`src/rtl/core/bdac_pkg.sv`:
```
// Shared types and constants for the button debounce, auto-repeat and click block.
package bdac_pkg;

  localparam int unsigned CFG_BITS = 16;
  localparam int unsigned NUM_DIRS = 4;

  localparam logic [CFG_BITS-1:0] DEBOUNCE_RESET        = CFG_BITS'(85);
  localparam logic [CFG_BITS-1:0] REPEAT_DELAY_RESET    = CFG_BITS'(500);
  localparam logic [CFG_BITS-1:0] REPEAT_INTERVAL_RESET = CFG_BITS'(200);
  localparam logic [CFG_BITS-1:0] CLICK_WINDOW_RESET    = CFG_BITS'(500);

  typedef enum logic [1:0] {
    REG_DEBOUNCE        = 2'd0,
    REG_REPEAT_DELAY    = 2'd1,
    REG_REPEAT_INTERVAL = 2'd2,
    REG_CLICK_WINDOW    = 2'd3
  } reg_index_t;

  typedef enum logic [1:0] {
    MENU_NONE   = 2'd0,
    MENU_SINGLE = 2'd1,
    MENU_LONG   = 2'd2,
    MENU_DOUBLE = 2'd3
  } menu_event_t;

  typedef struct packed {
    logic [CFG_BITS-1:0] debounce_ms;
    logic [CFG_BITS-1:0] repeat_delay_ms;
    logic [CFG_BITS-1:0] repeat_interval_ms;
    logic [CFG_BITS-1:0] click_window_ms;
  } cfg_t;

  typedef struct packed {
    logic up_level;
    logic down_level;
    logic left_level;
    logic right_level;
    logic menu_level;
  } in_word_t;

  typedef struct packed {
    logic       up_step;
    logic       down_step;
    logic       left_step;
    logic       right_step;
    logic [1:0] menu_event;
  } out_word_t;

endpackage

```
`src/rtl/core/bdac_regs.sv`:
```
// Configuration register file behind the APB-style port.
module bdac_regs
  import bdac_pkg::*;
(
  input  logic        clk,
  input  logic        rst,
  input  logic        psel,
  input  logic        penable,
  input  logic        pwrite,
  input  logic [3:0]  paddr,
  input  logic [31:0] pwdata,
  output logic [31:0] prdata,
  output logic        pready,
  output cfg_t        cfg
);

  logic       wr_en;
  reg_index_t wr_index;

  assign pready   = 1'b1;
  assign wr_en    = psel && penable && pwrite;
  assign wr_index = reg_index_t'(paddr[3:2]);

  always_ff @(posedge clk) begin
    if (rst) begin
      cfg.debounce_ms        <= DEBOUNCE_RESET;
      cfg.repeat_delay_ms    <= REPEAT_DELAY_RESET;
      cfg.repeat_interval_ms <= REPEAT_INTERVAL_RESET;
      cfg.click_window_ms    <= CLICK_WINDOW_RESET;
    end else if (wr_en) begin
      unique case (wr_index)
        REG_DEBOUNCE:        cfg.debounce_ms        <= pwdata[CFG_BITS-1:0];
        REG_REPEAT_DELAY:    cfg.repeat_delay_ms    <= pwdata[CFG_BITS-1:0];
        REG_REPEAT_INTERVAL: cfg.repeat_interval_ms <= pwdata[CFG_BITS-1:0];
        REG_CLICK_WINDOW:    cfg.click_window_ms    <= pwdata[CFG_BITS-1:0];
        default:             cfg.debounce_ms        <= cfg.debounce_ms;
      endcase
    end
  end

  always_comb begin
    prdata = '0;
    unique case (wr_index)
      REG_DEBOUNCE:        prdata[CFG_BITS-1:0] = cfg.debounce_ms;
      REG_REPEAT_DELAY:    prdata[CFG_BITS-1:0] = cfg.repeat_delay_ms;
      REG_REPEAT_INTERVAL: prdata[CFG_BITS-1:0] = cfg.repeat_interval_ms;
      REG_CLICK_WINDOW:    prdata[CFG_BITS-1:0] = cfg.click_window_ms;
      default:             prdata = '0;
    endcase
  end

  a_debounce_write: assert property (@(posedge clk) disable iff (rst)
    wr_en && wr_index == REG_DEBOUNCE |=> cfg.debounce_ms == $past(pwdata[CFG_BITS-1:0]))
    else $error("debounce register did not take the written word");

endmodule

```
`src/rtl/core/bdac_dir_chan.sv`:
```
// One direction button: level age, repeat age, held flag and step pulse.
module bdac_dir_chan
  import bdac_pkg::*;
#(
  parameter int unsigned AGE_BITS = 16
)
(
  input  logic clk,
  input  logic rst,
  input  logic advance,
  input  logic level,
  input  cfg_t cfg,
  output logic step
);

  localparam int unsigned CMP_W = (AGE_BITS > CFG_BITS) ? AGE_BITS : CFG_BITS;

  logic                prev_level;
  logic [AGE_BITS-1:0] edge_age;
  logic [AGE_BITS-1:0] repeat_age;
  logic                held;

  logic [AGE_BITS-1:0] edge_age_next;
  logic [AGE_BITS-1:0] repeat_inc;
  logic [AGE_BITS-1:0] repeat_age_next;
  logic                held_kept;
  logic                held_next;
  logic                qualified;
  logic                first_press;
  logic                repeat_pulse;

  always_comb begin
    edge_age_next = (level != prev_level) ? '0 :
                    ((&edge_age) ? edge_age : edge_age + 1'b1);
    repeat_inc    = (&repeat_age) ? repeat_age : repeat_age + 1'b1;
    held_kept     = held && level;
    qualified     = level && (CMP_W'(edge_age_next) > CMP_W'(cfg.debounce_ms));
    first_press   = qualified && !held_kept;
    repeat_pulse  = qualified
                    && (CMP_W'(edge_age_next) > CMP_W'(cfg.repeat_delay_ms))
                    && (CMP_W'(repeat_inc) > CMP_W'(cfg.repeat_interval_ms));
    step            = first_press || repeat_pulse;
    held_next       = held_kept || first_press;
    repeat_age_next = repeat_pulse ? '0 : repeat_inc;
  end

  always_ff @(posedge clk) begin
    if (rst) begin
      prev_level <= 1'b0;
      edge_age   <= '0;
      repeat_age <= '0;
      held       <= 1'b0;
    end else if (advance) begin
      prev_level <= level;
      edge_age   <= edge_age_next;
      repeat_age <= repeat_age_next;
      held       <= held_next;
    end
  end

  a_step_sets_held: assert property (@(posedge clk) disable iff (rst)
    advance && step |=> held)
    else $error("step pulse given without the held flag being set");

endmodule

```
`src/rtl/core/bdac_menu.sv`:
```
// Menu button: press counting and click classification after the quiet window.
module bdac_menu
  import bdac_pkg::*;
#(
  parameter int unsigned AGE_BITS = 16
)
(
  input  logic        clk,
  input  logic        rst,
  input  logic        advance,
  input  logic        level,
  input  cfg_t        cfg,
  output menu_event_t menu_event
);

  localparam int unsigned CMP_W = (AGE_BITS > CFG_BITS) ? AGE_BITS : CFG_BITS;

  logic                prev_level;
  logic [AGE_BITS-1:0] edge_age;
  logic                held;
  logic [1:0]          press_count;

  logic [AGE_BITS-1:0] edge_age_next;
  logic                held_kept;
  logic                press;
  logic [1:0]          count_inc;
  logic                window_over;
  logic [1:0]          press_count_next;
  logic                held_next;

  always_comb begin
    edge_age_next = (level != prev_level) ? '0 :
                    ((&edge_age) ? edge_age : edge_age + 1'b1);
    held_kept   = held && level;
    press       = level && (CMP_W'(edge_age_next) > CMP_W'(cfg.debounce_ms)) && !held_kept;
    count_inc   = (press && press_count != 2'd3) ? press_count + 2'd1 : press_count;
    held_next   = held_kept || press;
    window_over = CMP_W'(edge_age_next) > CMP_W'(cfg.click_window_ms);

    menu_event       = MENU_NONE;
    press_count_next = count_inc;
    if (window_over) begin
      press_count_next = 2'd0;
      if (count_inc == 2'd1) begin
        menu_event = level ? MENU_LONG : MENU_SINGLE;
      end else if (count_inc == 2'd2 && !level) begin
        menu_event = MENU_DOUBLE;
      end
    end
  end

  always_ff @(posedge clk) begin
    if (rst) begin
      prev_level  <= 1'b0;
      edge_age    <= '0;
      held        <= 1'b0;
      press_count <= 2'd0;
    end else if (advance) begin
      prev_level  <= level;
      edge_age    <= edge_age_next;
      held        <= held_next;
      press_count <= press_count_next;
    end
  end

  a_event_clears_count: assert property (@(posedge clk) disable iff (rst)
    advance && menu_event != MENU_NONE |=> press_count == 2'd0)
    else $error("press count not cleared after a menu event");

endmodule

```
`src/rtl/core/button_debounce_autorepeat_click.sv`:
```
// Top level of the button debounce, auto-repeat and menu click block.
//
//   Channel  Direction  Handshake                  Word
//   item     in         item_valid / item_ready    in_word_t: five raw button levels
//   result   out        result_valid / result_ready out_word_t: four steps, menu event
//   config   in         psel, penable, pwrite      APB-style, four 16-bit registers
//
// Each accepted word is one millisecond tick. It is first captured in an input
// register; when the result register can load, the per-button logic updates its
// ages and flags and the outcome is written to the result register, which raises
// result_valid. One word is taken every cycle while the result side keeps up, so
// the sustained rate is one word per cycle.
// Reset (rst, synchronous) clears both pipeline stages, all ages, held flags and
// the press count, and loads the register defaults. When result_valid is high and
// result_ready low, the result register and a full input register hold; an empty
// input register still takes one further word before item_ready falls.
module button_debounce_autorepeat_click
  import bdac_pkg::*;
#(
  parameter int unsigned AGE_BITS = 16
)
(
  input  logic        clk,
  input  logic        rst,
  input  logic        item_valid,
  output logic        item_ready,
  input  in_word_t    item,
  output logic        result_valid,
  input  logic        result_ready,
  output out_word_t   result,
  input  logic        psel,
  input  logic        penable,
  input  logic        pwrite,
  input  logic [3:0]  paddr,
  input  logic [31:0] pwdata,
  output logic [31:0] prdata,
  output logic        pready
);

  cfg_t cfg;

  // Input register stage.
  logic     s1_valid;
  in_word_t s1_word;

  // Pipeline control: the result register loads when it is empty or being read.
  logic out_load;
  logic s1_adv;

  logic [NUM_DIRS-1:0] dir_levels;
  logic [NUM_DIRS-1:0] dir_steps;
  menu_event_t         menu_ev;
  out_word_t           result_next;

  assign out_load   = !result_valid || result_ready;
  assign s1_adv     = s1_valid && out_load;
  assign item_ready = !s1_valid || out_load;

  bdac_regs u_regs (
    .clk     (clk),
    .rst     (rst),
    .psel    (psel),
    .penable (penable),
    .pwrite  (pwrite),
    .paddr   (paddr),
    .pwdata  (pwdata),
    .prdata  (prdata),
    .pready  (pready),
    .cfg     (cfg)
  );

  // Direction order matches the step bits: up, down, left, right.
  assign dir_levels = {s1_word.up_level, s1_word.down_level,
                       s1_word.left_level, s1_word.right_level};

  for (genvar g = 0; g < NUM_DIRS; g++) begin : g_dir
    bdac_dir_chan #(
      .AGE_BITS (AGE_BITS)
    ) u_dir (
      .clk     (clk),
      .rst     (rst),
      .advance (s1_adv),
      .level   (dir_levels[g]),
      .cfg     (cfg),
      .step    (dir_steps[g])
    );
  end

  bdac_menu #(
    .AGE_BITS (AGE_BITS)
  ) u_menu (
    .clk        (clk),
    .rst        (rst),
    .advance    (s1_adv),
    .level      (s1_word.menu_level),
    .cfg        (cfg),
    .menu_event (menu_ev)
  );

  always_comb begin
    result_next.up_step    = dir_steps[3];
    result_next.down_step  = dir_steps[2];
    result_next.left_step  = dir_steps[1];
    result_next.right_step = dir_steps[0];
    result_next.menu_event = menu_ev;
  end

  always_ff @(posedge clk) begin
    if (rst) begin
      s1_valid     <= 1'b0;
      result_valid <= 1'b0;
    end else begin
      if (item_ready) begin
        s1_valid <= item_valid;
      end
      if (out_load) begin
        result_valid <= s1_valid;
      end
    end
  end

  always_ff @(posedge clk) begin
    if (item_valid && item_ready) begin
      s1_word <= item;
    end
    if (s1_adv) begin
      result <= result_next;
    end
  end

  // A word waiting in the input register while the result side stalls must
  // neither move on nor change.
  a_s1_holds: assert property (@(posedge clk) disable iff (rst)
    s1_valid && !out_load |=> s1_valid && $stable(s1_word))
    else $error("input register lost or changed a stalled word");

endmodule

```
`config.mk`:
```
export PLATFORM = sky130hd
export DESIGN_NAME = button_debounce_autorepeat_click
export DESIGN_NICKNAME = d
export VERILOG_FILES = /design/src/rtl/core/bdac_pkg.sv /design/src/rtl/core/bdac_regs.sv /design/src/rtl/core/bdac_dir_chan.sv /design/src/rtl/core/bdac_menu.sv /design/src/rtl/core/button_debounce_autorepeat_click.sv
export SDC_FILE = /design/constraint.sdc
export NUM_CORES = 1
export LEC_CHECK = 0
export ABC_AREA = 1
export ABC_CLOCK_PERIOD_IN_PS = 6700
export BUFFER_PORTS_ARGS = -buffer_cell sky130_fd_sc_hd__buf_2
export CORE_ASPECT_RATIO = 0.5
export CORE_MARGIN = 2
export CORE_UTILIZATION = 44
export DETAILED_ROUTE_END_ITERATION = 16
export GPL_TIMING_DRIVEN = 0
export PLACE_DENSITY_LB_ADDON = 0.12
export SYNTH_ARGS = -nofsm -noshare
export SYNTH_HDL_FRONTEND = slang
export SYNTH_HIERARCHICAL = 1
export SYNTH_SLANG_ARGS = --single-unit
```
`constraint.sdc`:
```
create_clock -name clk -period 6.7 [get_ports clk]
set_input_delay 1.005 -clock clk [delete_from_list [all_inputs] [get_ports clk]]
set_output_delay 1.005 -clock clk [all_outputs]
set_load 0.01 [all_outputs]
```
# == Word level (Yosys, flattened, before mapping) ==
# Index checks and enable logic that the tools add are counted.
# word_totals
register_bits,233
in_bits,48
out_inout_bits,41
word_cells,157
# op_classes
add_sub_neg,10
order_cmp,14
eq_ne,11
n_mux,24
n_reduce_logical,62
# ops
op,count
two-way mux 16 bit,18
greater-than comparator 16 bit,14
"adder 16 x 1 -> 16 bit, second input constant",9
AND reduction 16 bit,9
one-hot mux 16 bit (4 select lines),1
logical AND 1 bit,29
logical OR 1 bit,11
two-way mux 2 bit,5
logical NOT 1 bit,8
AND reduction 2 bit,4
"== test 2 bit, second input constant",3
!= test 1 bit,5
"== test 2 x 1 -> 1 bit, second input constant",2
"adder 2 x 1 -> 2 bit, second input constant",1
logical NOT 2 bit,1
"!= test 2 bit, second input constant",1

# == Longest topological paths before layout ==
# logic_depth
depth_word,12
depth_mapped,27
ltp_nobuf,26

# == Hierarchy ==
# The synthesis kept the hierarchy.
# modules_own_cells
mod,n_inst,cells_each,area_each_um2,seq_area_each_um2
bdac_dir_chan (g_dir[0].u_dir ...),2,540,3637.2,680.7
bdac_dir_chan (g_dir[1].u_dir ...),2,556,3484.6,680.7
bdac_regs,1,463,3089.2,1281.2
bdac_menu,1,357,2242.2,400.4
button_debounce_autorepeat_click,1,23,421.7,370.4

# == Worst setup path before layout ==
# No wires, ideal clock.
# synth_path
kind,input -> register
start,in result_ready
end,reg g_dir[1].u_dir.held
setup_ps,129
t_arrival_ps,3045
t_required_ps,6571
setup_slack_ps,3526
cell_stages,6
n_path_buf,1
cell_sequence,inv_2 > a21oi_1 > inv_1 > clkbuf_1 > o21ai_0 > o22ai_1
# synth_via
elab_chain_cells,2
# synth_lines
element,line,rtl
start: declaration,button_debounce_autorepeat_click.sv:29,"input logic result_ready,"
logical OR 1 bit,button_debounce_autorepeat_click.sv:55,assign out_load = !result_valid || result_ready;
logical AND 1 bit,button_debounce_autorepeat_click.sv:56,assign s1_adv = s1_valid && out_load;
named net s1_adv,button_debounce_autorepeat_click.sv:48,logic s1_adv;
end signal: assignment,bdac_dir_chan.sv:57,held <= held_next;
end: declaration,bdac_dir_chan.sv:21,logic held;
# The timed path passes the listed nets, and every way through them passes these cells.
# A chain may end at the register's enable or synchronous reset.

# == Worst setup path in the final report ==
# layout_path
start,reg g_dir[2].u_dir.repeat_age[0]
end,reg g_dir[2].u_dir.repeat_age[12]
# layout_via
elab_chain_cells,5
elab_cells_between_ends,6
cone_classes,add/sub (1); order compare (1); mux (2); reduce/logical (2)
# layout_lines
element,line,rtl
start: declaration,bdac_dir_chan.sv:20,logic [AGE_BITS-1:0] repeat_age;
start signal: assignment,bdac_dir_chan.sv:56,repeat_age <= repeat_age_next;
adder 16 x 1 -> 16 bit or AND reduction 16 bit (tied branches),bdac_dir_chan.sv:35,repeat_inc = (&repeat_age) ? repeat_age : repeat_age + 1'b1;
two-way mux 16 bit (*),bdac_dir_chan.sv:35,
greater-than comparator 16 bit,bdac_dir_chan.sv:41,&& (CMP_W'(repeat_inc) > CMP_W'(cfg.repeat_interval_ms));
logical AND 1 bit,bdac_dir_chan.sv:41,
two-way mux 16 bit (*),bdac_dir_chan.sv:44,repeat_age_next = repeat_pulse ? '0 : repeat_inc;
# Mark *: on every way between the ends. The rest lies on a longest branch, timed or not.

==> results by group <==
Die
  – Die extent in y: approximately 150 um
  – Die area: between 0.04 and 0.05 mm2
  – Die W: 305 um
  – Initial core utilization: 0.444
  – I/O Pins: roughly 90
  – Core area: 0.0450 mm2
  – Row count: between 50 and 60

Timing
  – Slew Viols, Final: 0
  – Final setup violation count: 0
  – Slew @ Worst Pin: 854 ps
  – Final count of hold timing violations: 0
  – Slew HR: 0.427
  – Final setup skew: ~12 ps
  – Max Clock Freq: approximately 0.25 GHz
  – Final min period: slightly below 4000 ps
  – RSZ-0062 raised after global routing: false
  – Fin crit share: 0.586
  – Final TNS setup: 0 ps

Route
  – DR vias: between 15000 and 20000
  – WL/cell: 16.3 um
  – Starting DRT DRC Count: around 1200
  – DRC errors left: 0
  – ANT nets after route: 0
  – Total Wirelength: approximately 60000 um
  – First drt pass iteration count: 8
  – Vias per cell: between 5 and 6

Power and ir drop
  – Tot Pwr: 3.79 mW
  – Cell Pwr Density: between 150 and 200 mW/mm2
  – VDD IR max: about 0.00018 V
  – Internal power: 2.67 mW
  – Switching power total: about 1.1 mW
  – Leak pwr: between 10 and 15 nW
  – Clock power share: 0.449
  – Sequential power share: 0.400
  – Switch share: 0.295
  – Combinational share of power: 0.151

Clock network
  – CTS buffer count: 26
  – CTS Hold Bufs: 0
  – Postcts setup bufs: 0
  – Worst-skew pair later-pin latency: around 570 ps
  – Reg clk slew, reported paths: around 60 ps
  – Post-CTS resize count: 0
  – TritonCTS clock tree: yes
  – Clock Root Buffer: clkbuf_16
  – CTS sink cnt: 233
  – Htree depth: 1
  – Max Root-Sink Buffers: 3

Placement
  – DP HPWL: between 40000 and 50000 um
  – Routability Congestion: between 0.9 and 1
  – Placed Instances: about 3700
  – I/O Buffers: between 50 and 60

Yosys
  – Register area share after synthesis: 0.239
  – Main flop type after synthesis: dfxtp_1
  – Yosys top cell area share: 0.222
  – Netlist cell types: between 50 and 60
  – Ys async rst share: 0
  – Synth top cells by count: nand2_1, inv_1, nor2_1
  – Seq cells post-synth: 233
  – Mean Syn Cell Area: roughly 6.6 um2
  – Post-Syn Area: 0.0200 mm2
  – Yosys top cell by area: dfxtp_1
  – Top cells by area, synth: dfxtp_1, ha_1, nand2_1, inv_1, a21oi_1
  – Synth Warn #: 6
  – Most common cell in the synthesized netlist: nand2_1
  – Post-synthesis instance total: about 3000
  – Post-synth EDFFs: 11

Worst hold path
  – Hold Path Origin: g_dir[3].u_dir/held
  – Worst hold path type: reg -> reg
  – Worst hold path depth: 2

Global routing
  – Largest net degree at the start of global routing: 26
  – Vias in the first global route: about 18000
  – Antenna violations before repair: 2
  – Total global-route track usage: 0.258
  – Congestion Overflow GR: 0
  – First-pass GRT wire length: around 98000 um

Setup path
  – R2r worst-path depth: 22
  – Required time of the critical path: around 7100 ps
  – Critical path class: reg -> reg
  – Worst setup path endpoint: g_dir[2].u_dir/repeat_age[12]
  – Critical Path AT: 4350 ps
  – Worst setup path startpoint: g_dir[2].u_dir/repeat_age[0]
  – R2R Path End: g_dir[2].u_dir/repeat_age[12]
  – Internal reg-to-reg setup slack: roughly 2800 ps
  – Critical Path Start Type: register
  – Crit-path max FO: 10
  – Worst r2r src: g_dir[2].u_dir/repeat_age[0]
  – Crit path capture type: register

Layout
  – ANT cells: 0
  – Synthesis-to-finish area growth: 10.5%
  – Share of layout cells above drive strength 1: 0.103
  – Final net count: ~3400
  – Post-route insts no fill: 3750

Outcome
  – Status: complete, no violations

Run
  – Maxcap violations: 0
[how the worst min path moves through the flow]
stage | to
after floorplan | u_menu/held
after global placement | u_menu/held
after detailed placement | g_dir[1].u_dir/held
after CTS | g_dir[1].u_dir/held
after global routing | g_dir[3].u_dir/held
final | g_dir[3].u_dir/held
[state kept, by name, indices dropped and copies added, names as in the netlist]
name,cells
dir_levels,4
g_dir.u_dir/edge_age,64
g_dir.u_dir/held,4
g_dir.u_dir/prev_level,4
g_dir.u_dir/repeat_age,64
result,6
result_valid,1
s1_valid,1
s1_word,1
u_menu/edge_age,16
u_menu/held,1
u_menu/press_count,2
u_menu/prev_level,1
u_regs/cfg,64
[cell usage in the layout (no fill, tap or decap), drive strengths merged, types with 2 or more instances in the layout]
| cell type | count |
|---|---|
| xor2 | 81 |
| clkinvlp | 2 |
| buf | 102 |
| dlygate4sd1 | 4 |
| o21ai | 142 |
| clkbuf | 74 |
| nand4 | 85 |
| nor4 | 16 |
| or2 | 8 |
| clkinv | 7 |
| edfxtp | 11 |
| a21o | 2 |
| ha | 226 |
| dfxtp | 222 |
| a21oi | 252 |
| nand3b | 3 |
| nand2 | 685 |
| bufinv | 6 |
| o21a | 4 |
| nor3 | 47 |
| a31oi | 8 |
| o22ai | 4 |
| o211ai | 13 |
| o21bai | 4 |
| inv | 570 |
| nand3 | 204 |
| xnor2 | 17 |
| a211oi | 17 |
| conb | 17 |
| or3 | 2 |
| nor2 | 316 |
[worst max-delay path, stage by stage, from the launching register on]
cell     delay (ps)
dfxtp_1         390
ha_1            220
nand2_1         100
nor3_2          280
nand2_1         180
nor3_2          160
nand4_1         210
nand4_1         160
xor2_1          240
inv_1            70
ha_1            300
nand2_1          60
inv_1            80
nand2_1          60
a31oi_1         160
nor2_1           50
a21oi_1         300
nand2_1         110
a21oi_2         220
nand2_4         150
buf_12          190
nand2_4          60
a21oi_2          50
[layer usage]
metal  routed length [um]  vias to the layer above  part of all wire  GRT usage
met2                26500                      498              0.43      0.415
met4                 1780                        4             0.029     0.0732
met3                 3410                      103             0.056     0.0323
li1                     -                     9928                 -          -
met5                   26                        -           0.00042          0
met1                29500                     8841              0.48      0.362
[power groups by stage]
| stage | logic [mW] | clock network, mW | registers (mW) |
|---|---|---|---|
| 2_1_floorplan | 0.415 | 0 | 1.52 |
| 3_3_place_gp | 0.556 | 0 | 1.55 |
| 3_5_place_dp | 0.565 | 0 | 1.55 |
| 4_1_cts | 0.569 | 1.74 | 1.52 |
| 5_1_grt | 0.655 | 1.79 | 1.52 |
| 6_report | 0.573 | 1.70 | 1.52 |
[through the flow]
stage          cell area (um2)  setup slack, ps   util  hold WS [ps]
3_5_place_dp             21100             2800  0.469           460
4_1_cts                  22100             2790  0.491           471
6_report                 22100             2770  0.491           468
2_1_floorplan            20100             3530      -           443
3_3_place_gp             21100             1070  0.468           460
5_1_grt                  22100             2410  0.491           484
[cell type report]
type | count | area (um2)
multi-input combinational | 2154 | 12600
buffer | 94 | 567
tap | 598 | 748
clock buffer | 32 | 756
sequential | 233 | 4770
inverter | 569 | 2140
fill | 4678 | 22900
clock inverter | 16 | 244
timing repair buffer | 54 | 285
[cells by family (layout without fill, tap and decap cells)]
| kind of cell | after synthesis | count (layout) | synth area share |
|---|---|---|---|
| AND/OR/NAND/NOR | 1366 | 1366 | 0.314 |
| buffers and inverters | 663 | 765 | 0.135 |
| AO/OA/AOI/OAI | 447 | 447 | 0.126 |
| flip-flops | 233 | 233 | 0.239 |
| adder cells (fa/ha/maj) | 226 | 226 | 0.141 |
| XOR/XNOR | 98 | 98 | 0.0437 |
| other | 2 | 17 | 0.000376 |
(Power assumes the default switching activity.)
